--- config.mk ---
export PLATFORM = sky130hd
export DESIGN_NAME = pulse_period_power_meter
export DESIGN_NICKNAME = d
export VERILOG_FILES = /design/src/rtl/ppm_pkg.sv /design/src/rtl/pulse_period_power_meter.sv /design/src/rtl/ppm_div.sv /design/src/rtl/ppm_dp.sv /design/src/rtl/ppm_ctrl.sv
export SDC_FILE = /design/constraint.sdc
export NUM_CORES = 2
export LEC_CHECK = 0
export BUFFER_PORTS_ARGS = -buffer_cell sky130_fd_sc_hd__buf_2
export CORE_ASPECT_RATIO = 1.5
export CORE_MARGIN = 8
export CORE_UTILIZATION = 25
export DETAILED_ROUTE_END_ITERATION = 6
export PLACE_DENSITY = 0.47
export SLEW_MARGIN = 20
export SYNTH_ARGS = -nofsm -noshare
export SYNTH_HDL_FRONTEND = slang
export SYNTH_SLANG_ARGS = --single-unit
--- constraint.sdc ---
create_clock -name clk -period 13.3 [get_ports clk]
set_clock_uncertainty 0.05 [all_clocks]
set_input_delay 1.33 -clock clk [delete_from_list [all_inputs] [get_ports clk]]
set_output_delay 1.33 -clock clk [all_outputs]
set_load 0.01 [all_outputs]
--- src/rtl/ppm_pkg.sv ---
package ppm_pkg;

	typedef logic [1:0] cmd_code_t;

	localparam cmd_code_t CMD_POWER  = 2'd0;
	localparam cmd_code_t CMD_SHARED = 2'd1;
	localparam cmd_code_t CMD_POLL   = 2'd2;
	localparam cmd_code_t CMD_CLEAR  = 2'd3;

	typedef logic [2:0] reg_index_t;

	localparam reg_index_t REG_TIMEOUT      = 3'd0;
	localparam reg_index_t REG_POWER_GAIN   = 3'd1;
	localparam reg_index_t REG_VOLTAGE_GAIN = 3'd2;
	localparam reg_index_t REG_CURRENT_GAIN = 3'd3;
	localparam reg_index_t REG_ENERGY_GAIN  = 3'd4;

	localparam logic [31:0] RST_TIMEOUT      = 32'd3000000;
	localparam logic [31:0] RST_POWER_GAIN   = 32'd1361921538;
	localparam logic [31:0] RST_VOLTAGE_GAIN = 32'd119730000;
	localparam logic [31:0] RST_CURRENT_GAIN = 32'd11497579;
	localparam logic [15:0] RST_ENERGY_GAIN  = 16'd24849;

	typedef logic [1:0] qsel_t;

	localparam qsel_t QSEL_POWER   = 2'd0;
	localparam qsel_t QSEL_VOLTAGE = 2'd1;
	localparam qsel_t QSEL_CURRENT = 2'd2;

	typedef struct packed {
		cmd_code_t   cmd;
		logic [31:0] time_us;
		logic        select_level;
	} in_item_t;

	typedef struct packed {
		logic [31:0] energy_pulses;
		logic [31:0] energy_mwh;
		logic [31:0] power_period_us;
		logic [31:0] voltage_period_us;
		logic [31:0] current_period_us;
		logic [31:0] power_mw;
		logic [31:0] voltage_mv;
		logic [31:0] current_ma;
	} out_item_t;

	typedef struct packed {
		logic  capture;
		logic  update;
		logic  div_start;
		qsel_t div_sel;
		logic  div_store;
		logic  out_load;
	} ctrl_cmd_t;

	typedef struct packed {
		logic div_done;
	} dp_status_t;

endpackage

--- src/rtl/pulse_period_power_meter.sv ---
// The block takes metering events on the input channel (in_valid, in_ready, in_data): a
// power pulse edge, a voltage/current pulse edge with the select level, a poll tick or a
// clear of the energy count, each with a microsecond timestamp. For every request it returns
// one result on the output channel (out_valid, out_ready, out_data) with the pulse count,
// the energy, the three periods and the power, voltage and current values.
// One request is processed at a time: a new request is accepted only after the result of the
// last one has been loaded into the output register. The three quotients are computed one
// after another by a single divider that retires two quotient bits per cycle.
// The result sits in an output register, so a stalled receiver does not stop the next
// request from being accepted and processed; that request waits in its final state until
// the output register is free.
// The user writes the gains and the silence timeout through cfg_we, cfg_index and cfg_data only
// while no request is in flight, not enforced by the block; writes to unused indexes are ignored.
// Reset clears the counters, edge times, periods and select history, and loads the default
// gains and timeout. The block accepts a request in the first cycle after reset.
module pulse_period_power_meter #(
	parameter int TIME_WIDTH = 32
) (
	input  logic                clk,
	input  logic                arst_n,
	input  logic                in_valid,
	output logic                in_ready,
	input  ppm_pkg::in_item_t   in_data,
	output logic                out_valid,
	input  logic                out_ready,
	output ppm_pkg::out_item_t  out_data,
	input  logic                cfg_we,
	input  ppm_pkg::reg_index_t cfg_index,
	input  logic [31:0]         cfg_data
);

	ppm_pkg::ctrl_cmd_t  cmd;
	ppm_pkg::dp_status_t status;

	ppm_ctrl u_ctrl (
		.clk       (clk),
		.arst_n    (arst_n),
		.in_valid  (in_valid),
		.in_ready  (in_ready),
		.out_valid (out_valid),
		.out_ready (out_ready),
		.status    (status),
		.cmd       (cmd)
	);

	ppm_dp #(
		.TIME_WIDTH (TIME_WIDTH)
	) u_dp (
		.clk       (clk),
		.arst_n    (arst_n),
		.in_data   (in_data),
		.cfg_we    (cfg_we),
		.cfg_index (cfg_index),
		.cfg_data  (cfg_data),
		.cmd       (cmd),
		.status    (status),
		.out_data  (out_data)
	);

endmodule

--- src/rtl/ppm_div.sv ---
module ppm_div (
	input  logic        clk,
	input  logic        arst_n,
	input  logic        start,
	input  logic [31:0] dividend,
	input  logic [31:0] divisor,
	output logic        done,
	output logic [31:0] quotient
);

	logic [31:0] rem_q;
	logic [31:0] quot_q;
	logic [31:0] den_q;
	logic [3:0]  cnt_q;
	logic        busy_q;
	logic        done_q;
	logic [31:0] rem_a;
	logic [31:0] rem_b;
	logic        bit_a;
	logic        bit_b;

	function automatic logic [32:0] div_step(input logic [31:0] rem, input logic nxt,
			input logic [31:0] den);
		logic [32:0] shifted;
		logic [32:0] diff;
		shifted = {rem, nxt};
		diff    = shifted - {1'b0, den};
		if (shifted >= {1'b0, den}) begin
			div_step = {1'b1, diff[31:0]};
		end else begin
			div_step = {1'b0, shifted[31:0]};
		end
	endfunction

	// Two restoring steps per cycle.
	always_comb begin
		{bit_a, rem_a} = div_step(rem_q, quot_q[31], den_q);
		{bit_b, rem_b} = div_step(rem_a, quot_q[30], den_q);
	end

	always_ff @(posedge clk or negedge arst_n) begin
		if (!arst_n) begin
			busy_q <= 1'b0;
			done_q <= 1'b0;
			cnt_q  <= '0;
		end else begin
			done_q <= busy_q && !start && (cnt_q == 4'd15);
			if (start) begin
				busy_q <= 1'b1;
				cnt_q  <= '0;
			end else if (busy_q) begin
				cnt_q <= cnt_q + 4'd1;
				if (cnt_q == 4'd15) begin
					busy_q <= 1'b0;
				end
			end
		end
	end

	always_ff @(posedge clk) begin
		if (start) begin
			rem_q  <= '0;
			quot_q <= dividend;
			den_q  <= divisor;
		end else if (busy_q) begin
			rem_q  <= rem_b;
			quot_q <= {quot_q[29:0], bit_a, bit_b};
		end
	end

	assign done     = done_q;
	assign quotient = quot_q;

endmodule

--- src/rtl/ppm_dp.sv ---
module ppm_dp #(
	parameter int TIME_WIDTH = 32
) (
	input  logic                clk,
	input  logic                arst_n,
	input  ppm_pkg::in_item_t   in_data,
	input  logic                cfg_we,
	input  ppm_pkg::reg_index_t cfg_index,
	input  logic [31:0]         cfg_data,
	input  ppm_pkg::ctrl_cmd_t  cmd,
	output ppm_pkg::dp_status_t status,
	output ppm_pkg::out_item_t  out_data
);

	localparam int CW = (TIME_WIDTH > 32) ? TIME_WIDTH : 32;

	logic [31:0] timeout_q;
	logic [31:0] power_gain_q;
	logic [31:0] voltage_gain_q;
	logic [31:0] current_gain_q;
	logic [15:0] energy_gain_q;

	ppm_pkg::in_item_t item_q;

	logic [31:0]           pulse_count_q;
	logic [TIME_WIDTH-1:0] last_power_q;
	logic [TIME_WIDTH-1:0] last_shared_q;
	logic [TIME_WIDTH-1:0] last_current_q;
	logic [31:0]           power_period_q;
	logic [31:0]           voltage_period_q;
	logic [31:0]           current_period_q;
	logic                  prev_sel_q;
	logic                  prev_sel_valid_q;

	logic [31:0] energy_q;
	logic [31:0] power_mw_q;
	logic [31:0] voltage_mv_q;
	logic [31:0] current_ma_q;

	logic [TIME_WIDTH-1:0] t_now;
	logic [TIME_WIDTH-1:0] diff_power;
	logic [TIME_WIDTH-1:0] diff_shared;
	logic [TIME_WIDTH-1:0] diff_current;
	logic                  stale_power;
	logic                  stale_current;
	logic [47:0]           energy_prod;
	logic [31:0]           div_gain;
	logic [31:0]           div_period;
	logic                  div_done;
	logic [31:0]           div_quot;
	logic [31:0]           quot_final;

	always_comb begin
		t_now         = TIME_WIDTH'(CW'(item_q.time_us));
		diff_power    = t_now - last_power_q;
		diff_shared   = t_now - last_shared_q;
		diff_current  = t_now - last_current_q;
		stale_power   = CW'(diff_power) > CW'(timeout_q);
		stale_current = CW'(diff_current) > CW'(timeout_q);
		energy_prod   = {16'd0, pulse_count_q} * {32'd0, energy_gain_q};
	end

	always_ff @(posedge clk or negedge arst_n) begin
		if (!arst_n) begin
			timeout_q      <= ppm_pkg::RST_TIMEOUT;
			power_gain_q   <= ppm_pkg::RST_POWER_GAIN;
			voltage_gain_q <= ppm_pkg::RST_VOLTAGE_GAIN;
			current_gain_q <= ppm_pkg::RST_CURRENT_GAIN;
			energy_gain_q  <= ppm_pkg::RST_ENERGY_GAIN;
		end else if (cfg_we) begin
			case (cfg_index)
				ppm_pkg::REG_TIMEOUT:      timeout_q      <= cfg_data;
				ppm_pkg::REG_POWER_GAIN:   power_gain_q   <= cfg_data;
				ppm_pkg::REG_VOLTAGE_GAIN: voltage_gain_q <= cfg_data;
				ppm_pkg::REG_CURRENT_GAIN: current_gain_q <= cfg_data;
				ppm_pkg::REG_ENERGY_GAIN:  energy_gain_q  <= cfg_data[15:0];
				default: begin
				end
			endcase
		end
	end

	always_ff @(posedge clk or negedge arst_n) begin
		if (!arst_n) begin
			pulse_count_q    <= '0;
			last_power_q     <= '0;
			last_shared_q    <= '0;
			last_current_q   <= '0;
			power_period_q   <= '0;
			voltage_period_q <= '0;
			current_period_q <= '0;
			prev_sel_q       <= 1'b0;
			prev_sel_valid_q <= 1'b0;
		end else if (cmd.update) begin
			case (item_q.cmd)
				ppm_pkg::CMD_POWER: begin
					power_period_q <= 32'(diff_power);
					last_power_q   <= t_now;
					pulse_count_q  <= pulse_count_q + 32'd1;
				end
				ppm_pkg::CMD_SHARED: begin
					last_shared_q <= t_now;
					if (prev_sel_valid_q && (prev_sel_q == item_q.select_level)) begin
						if (item_q.select_level) begin
							voltage_period_q <= 32'(diff_shared);
						end else begin
							current_period_q <= 32'(diff_shared);
							last_current_q   <= t_now;
						end
					end
					prev_sel_q       <= item_q.select_level;
					prev_sel_valid_q <= 1'b1;
				end
				ppm_pkg::CMD_POLL: begin
					if (stale_power) begin
						power_period_q <= '0;
					end
					if (stale_current && !item_q.select_level) begin
						current_period_q <= '0;
					end
				end
				ppm_pkg::CMD_CLEAR: begin
					pulse_count_q <= '0;
				end
				default: begin
				end
			endcase
		end
	end

	always_comb begin
		case (cmd.div_sel)
			ppm_pkg::QSEL_POWER: begin
				div_gain   = power_gain_q;
				div_period = power_period_q;
			end
			ppm_pkg::QSEL_VOLTAGE: begin
				div_gain   = voltage_gain_q;
				div_period = voltage_period_q;
			end
			default: begin
				div_gain   = current_gain_q;
				div_period = current_period_q;
			end
		endcase
		quot_final = (div_period == 32'd0) ? 32'd0 : div_quot;
	end

	ppm_div u_div (
		.clk      (clk),
		.arst_n   (arst_n),
		.start    (cmd.div_start),
		.dividend (div_gain),
		.divisor  (div_period),
		.done     (div_done),
		.quotient (div_quot)
	);

	always_ff @(posedge clk) begin
		if (cmd.capture) begin
			item_q <= in_data;
		end
		if (cmd.div_start) begin
			energy_q <= energy_prod[47:16];
		end
		if (cmd.div_store) begin
			case (cmd.div_sel)
				ppm_pkg::QSEL_POWER:   power_mw_q   <= quot_final;
				ppm_pkg::QSEL_VOLTAGE: voltage_mv_q <= quot_final;
				default:               current_ma_q <= quot_final;
			endcase
		end
		if (cmd.out_load) begin
			out_data.energy_pulses     <= pulse_count_q;
			out_data.energy_mwh        <= energy_q;
			out_data.power_period_us   <= power_period_q;
			out_data.voltage_period_us <= voltage_period_q;
			out_data.current_period_us <= current_period_q;
			out_data.power_mw          <= power_mw_q;
			out_data.voltage_mv        <= voltage_mv_q;
			out_data.current_ma        <= current_ma_q;
		end
	end

	assign status.div_done = div_done;

endmodule

--- src/rtl/ppm_ctrl.sv ---
module ppm_ctrl (
	input  logic                clk,
	input  logic                arst_n,
	input  logic                in_valid,
	output logic                in_ready,
	output logic                out_valid,
	input  logic                out_ready,
	input  ppm_pkg::dp_status_t status,
	output ppm_pkg::ctrl_cmd_t  cmd
);

	typedef enum logic [2:0] {
		S_IDLE,
		S_UPDATE,
		S_START,
		S_WAIT,
		S_OUT
	} state_t;

	state_t         state_q;
	ppm_pkg::qsel_t sel_q;
	logic           out_valid_q;
	logic           out_free;

	assign out_free = !out_valid_q || out_ready;

	always_comb begin
		cmd           = '0;
		cmd.div_sel   = sel_q;
		cmd.capture   = (state_q == S_IDLE) && in_valid;
		cmd.update    = (state_q == S_UPDATE);
		cmd.div_start = (state_q == S_START);
		cmd.div_store = (state_q == S_WAIT) && status.div_done;
		cmd.out_load  = (state_q == S_OUT) && out_free;
	end

	always_ff @(posedge clk or negedge arst_n) begin
		if (!arst_n) begin
			state_q     <= S_IDLE;
			sel_q       <= ppm_pkg::QSEL_POWER;
			out_valid_q <= 1'b0;
		end else begin
			if ((state_q == S_OUT) && out_free) begin
				out_valid_q <= 1'b1;
			end else if (out_ready) begin
				out_valid_q <= 1'b0;
			end
			case (state_q)
				S_IDLE: begin
					if (in_valid) begin
						state_q <= S_UPDATE;
					end
				end
				S_UPDATE: begin
					sel_q   <= ppm_pkg::QSEL_POWER;
					state_q <= S_START;
				end
				S_START: begin
					state_q <= S_WAIT;
				end
				S_WAIT: begin
					if (status.div_done) begin
						if (sel_q == ppm_pkg::QSEL_CURRENT) begin
							state_q <= S_OUT;
						end else begin
							sel_q   <= sel_q + 2'd1;
							state_q <= S_START;
						end
					end
				end
				S_OUT: begin
					if (out_free) begin
						state_q <= S_IDLE;
					end
				end
				default: begin
					state_q <= S_IDLE;
				end
			endcase
		end
	end

	assign in_ready  = (state_q == S_IDLE);
	assign out_valid = out_valid_q;

endmodule
== After elaboration in Yosys (flattened, before gate mapping) ==
Cells that the tools add are included.
Storage, ports and cells
  flip-flop bits (word level): 897
  latch bits: 0
  memory bits (writable): 0
  memory bits (read-only): 0
  bits of input ports: 75
  output and inout port bits: 258
  word-level logic and storage cells: 145
  memories kept: 0
Operators by class
  add/subtract/negate cells: 8
  multiply operators: 1
  divide/modulo/power cells: 0
  $lt $le $gt $ge: 4
  equality and inequality tests: 23
  shift operators: 0
  mux-type cells: 29
  bitwise operators: 2
  reductions and logical operators: 40
Operator list (number)
  $pmux 32 s2: 5
  $mux 32: 7
  $sub 32x32->32: 5
  $ge 33x32->1: 2
  $mux 33: 2
  $gt 32x32->1: 2
  $mul 32x16->48: 1
  $add 32x1->32 const B: 1
  $logic_not 32->1: 1
  $reduce_and 2->1: 11
  $pmux 3 s5: 1
  $eq 3x2->1 const B: 4
  $mux 3: 4
  $reduce_bool 2->1: 6
  $ne 2x1->1 const B: 5
  $reduce_and 3->1: 3
  $mux 4: 2
  $reduce_and 4->1: 2
  $logic_and 1x1->1: 7
  $eq 2x2->1 const B: 3
  $eq 3x1->1 const B: 2
  $eq 3x3->1 const B: 2
  $logic_not 3->1: 2
  $ne 2x2->1 const B: 3
  other kinds (14): 24

== Logic depth before layout (Yosys ltp) ==
  depth in word-level cells: 6
  mapped depth: 27
  depth with buffers taken out: 25

== Cells and area by module ==
A second synthesis with hierarchy kept.
Second synthesis, totals
  cell total of the unflattened synthesis: 5328
  area total of the unflattened synthesis: 58622.5 µm²
Modules (own cells, without submodules)
  ppm_dp: instances 1, cells each 4425, area an instance 50206.9 µm², seq. area each 21908.5 µm²
  ppm_div: instances 1, cells each 860, area an instance 8022.7 µm², seq. area each 2712.6 µm²
  ppm_ctrl: instances 1, cells each 43, area an instance 392.9 µm², seq. area each 150.1 µm²

== Worst setup path after synthesis ==
Ideal clock, no wire load.
  kind: input-to-reg
  from: input port out_ready
  to: register u_dp.out_data[0] (netlist name)
  library setup time: 0.877 ns
  arrival time: 11.979 ns
  data required time: 12.373 ns
  path slack: 0.394 ns
  cell stages on the path: 2
  path buffers: 0
  path through: nor2b_1 > nor2_1
RTL lines
  from (decl): line pulse_period_power_meter.sv:25  | input logic out_ready,

== Worst setup path in the final report ==
  from: register u_dp.energy_gain_q[8]
  to: register u_dp.energy_q[31] (data pin)
Between the ends
  cells in the longest elaborated chain, start to end: 1
RTL lines
  from (decl): line ppm_dp.sv:21  | logic [15:0] energy_gain_q;
  from (signal assigned): line ppm_dp.sv:69  | energy_gain_q <= ppm_pkg::RST_ENERGY_GAIN;
  from (signal assigned): line ppm_dp.sv:76  | ppm_pkg::REG_ENERGY_GAIN: energy_gain_q <= cfg_data[15:0];
  $mul 32x16->48: line ppm_dp.sv:60  | energy_prod = {16'd0, pulse_count_q} * {32'd0, energy_gain_q};
  via u_dp.energy_prod[47]: line ppm_dp.sv:46  | logic [47:0] energy_prod;
  to (signal assigned): line ppm_dp.sv:164  | energy_q <= energy_prod[47:16];
  to (decl): line ppm_dp.sv:35  | logic [31:0] energy_q;
The timed path passes the listed nets, and every way through them passes these cells.
A chain may end at the register's enable or synchronous reset.

==> flow_metrics.py <==
metrics = {
    "status": {
        "status": "complete, no violations",
    },
    "sta": {
        "setup_ws_ns": 5.62,
        "final.min_clock_period_ns": 7.68,
        "final_max_slew_viol_count": 0,
        "rsz0062_at_grt": "no",
        "worstMarginPinSlew_ns": 1.14,
        "setup_viol_count_final": 0,
        "finalCritPeriodShare": 0.578,
        "hold_violations": 0,
        "slew_headroom": 0.237,
        "tns_ns": 0,
        "fmax_mhz": 130,
    },
    "final_layout": {
        "final_cell_mix": "651 x inv_1, 641 x nand2_1, 483 x edfxtp_1",
        "layout.cells.non_filler": 8620,
        "regMostFlops": "u_dp.out_data",
        "largest_reg_flops": 256,
        "final_nets": 6331,
        "area_delta_synth_final_pct": 14.9,
        "drive_gt1_frac": 0.149,
        "fin_util": 0.288,
        "layout_commonest_cell": "inv_1",
    },
    "critical_path": {
        "critical-path-top-delay-family": "adder cells",
        "critical_path_class": "reg2reg",
        "crit_required_ns": 13.70,
        "slowest_stage": "dfstp_2",
        "crit_fanout": 33,
        "cpMostUsedCell": "fa_1",
        "path_cells": "nand2_1, fa_1, inv_1, fa_1, fa_1, fa_1, fa_1, inv_1, fa_1, inv_1, ha_1, and3_1, and3_1, o211ai_1, a21oi_1, a311o_1, or2_1, a41oi_2, o211ai_1, a21oi_1, xnor2_1",
        "arrival_ns": 8.08,
        "slowest_delay_ns": 1.09,
        "worstPathBufferInverterCount": 3,
        "end_kind": "flop",
        "cp-start-kind": "flop",
    },
    "yosys": {
        "async_flop_share": 0.426,
        "avgSynthCellArea_um2": 11.0,
        "synthCells": 5216,
        "ys_seq_area_frac": 0.433,
        "ys_ff_latch": 897,
        "synth_edf_count": 483,
        "synth_cell_types": 87,
        "synthFlopType": "edfxtp_1",
        "synthesis.nets": 6060,
        "synth_area_um2": 57200,
        "ys_warn_count": 0,
    },
    "drt": {
        "drtPass1Iterations": 5,
        "antenna_left": 0,
        "wl_per_cell_um": 20.9,
        "drtIter0Drc": 2272,
        "drc": 0,
        "vias": 39567,
        "wirelength_mm": 180,
        "avgViaCountPerCell": 4.59,
    },
    "power_and_ir_drop": {
        "vdd_drop_max_uv": 150,
        "swShare": 0.378,
        "combPwrFrac": 0.375,
        "pwr-share-seq": 0.350,
        "power.share.clock": 0.275,
        "internal-power_mw": 6.34,
        "p_leak_nw": 28.1,
        "cellPowerDensity_nw_per_um2": 155,
        "p_sw_mw": 3.85,
    },
    "placement": {
        "post-place-cells": 8427,
        "port_buffers": 332,
        "place_congestion": 0.864,
        "dp_hpwl_mm": 135,
        "dp_slack_ns": 5.51,
    },
    "global_route": {
        "antenna_found_initial": 27,
        "grt_max_degree": 121,
        "overflow": 0,
        "grt_pass1_vias": 41737,
        "grt_first_pass_wirelength_mm": 269,
        "grt_usage": 0.145,
    },
    "hold_path": {
        "hp-class": "reg2reg",
    },
    "clock_tree": {
        "post_cts_buffers": 0,
        "clockBufferDepth": 3,
        "clk-insertion-delay-late_ns": 0.74,
        "cts-buffers-inserted": 96,
        "cts_resized": 0,
        "root_buffer": "clkbuf_16",
        "cts_hold_buffers": 0,
        "htreeDepth": 3,
        "path_clk_slew_ns": 0.07,
        "cts_tree": "yes",
        "cts.sinks": 897,
    },
    "die": {
        "rows": 215,
        "start_util": 0.251,
        "die_y_um": 602,
        "core_um2": 228000,
        "die_w_um": 406,
        "die-area_um2": 244000,
        "ios": 333,
    },
    "flow_run": {
        "max-cap-violations": 0,
    },
}
[per-layer routing]
metal | vias up | GRT usage | wire (um)
met3 | 268 | 0.0187 | 8150
met5 | - | 0 | 13
met1 | 20191 | 0.181 | 75000
met2 | 973 | 0.258 | 91000
met4 | 2 | 0.0464 | 5780
li1 | 18133 | - | -
[metrics by stage]
step / area (um^2) / total power, mW / hold slack (ns)
detailed placement: 62300 / 7.44 / 0.355
finish: 65700 / 10.2 / 0.350
floorplan: 57200 / 6.35 / 0.350
global placement: 62300 / 7.40 / 0.351
CTS: 65600 / 10.3 / 0.329
global route: 65600 / 10.8 / 0.346
[cells by family after synthesis]
kind of cell | count (synthesis) | share of synthesized area
buffers and inverters | 876 | 0.0587
adder cells (fa/ha/maj) | 769 | 0.224
AO/OA/AOI/OAI | 910 | 0.102
flip-flops | 897 | 0.433
multiplexers | 212 | 0.0410
XOR/XNOR | 196 | 0.0300
AND/OR/NAND/NOR | 1356 | 0.111
[synthesized netlist by cell type, types with 33 or more instances]
| master | instances | share of area |
|---|---|---|
| a21o_1 | 89 | 0.012 |
| dfrtp_1 | 328 | 0.14 |
| mux2i_1 | 34 | 0.0060 |
| nand4_1 | 40 | 0.0044 |
| nor2b_1 | 33 | 0.0036 |
| a22o_1 | 65 | 0.010 |
| and2_1 | 252 | 0.028 |
| xor2_1 | 76 | 0.012 |
| clkbuf_1 | 199 | 0.013 |
| xnor2_1 | 120 | 0.018 |
| inv_1 | 652 | 0.043 |
| a31oi_1 | 54 | 0.0059 |
| nor3_1 | 35 | 0.0031 |
| a21oi_1 | 202 | 0.018 |
| ha_1 | 347 | 0.076 |
| nand2_1 | 641 | 0.042 |
| dfstp_2 | 54 | 0.025 |
| nor2_1 | 184 | 0.012 |
| mux2_2 | 178 | 0.035 |
| nand3_1 | 50 | 0.0044 |
| fa_1 | 422 | 0.15 |
| edfxtp_1 | 483 | 0.25 |
| o21ai_0 | 251 | 0.022 |
| a22oi_1 | 63 | 0.0083 |
[power groups by stage]
stage               Sequential [mW]  Clock (mW)  Combinational [mW]
global route                   3.60        3.00                4.22
finish                         3.57        2.81                3.82
floorplan                      3.50           0                2.85
global placement               3.62           0                3.78
detailed placement             3.62           0                3.82
CTS                            3.57        2.90                3.84
[cell type report]
type,count,area (um^2)
clock inverters,67,726
inverters,652,2450
repair buffers,397,2180
clock buffers,114,2560
fillers,23926,162000
multi-input cells,3443,29100
well taps,3038,3800
diodes,12,30.0
flip-flops and latches,897,24800
[path summary, 6_finish.rpt]
| kind | slack, ns | end | from | depth (start not counted) |
|---|---|---|---|---|
| setup reg to reg | 5.62 | u_dp.energy_q[31] | u_dp.energy_gain_q[8] | 21 |
| max in group asynchronous | 9.76 | u_dp.last_power_q[24] | arst_n | 4 |
| min in group asynchronous | 0.62 | u_dp.voltage_period_q[2] | arst_n | 1 |
| hold reg to reg | 0.35 | u_dp.out_data[73] | u_dp.power_mw_q[9] | 0 |
| hold / removal | 0.35 | u_dp.out_data[73] | u_dp.power_mw_q[9] | 0 |
| setup / recovery | 5.62 | u_dp.energy_q[31] | u_dp.energy_gain_q[8] | 21 |
Power figures use the tool's default switching activity.
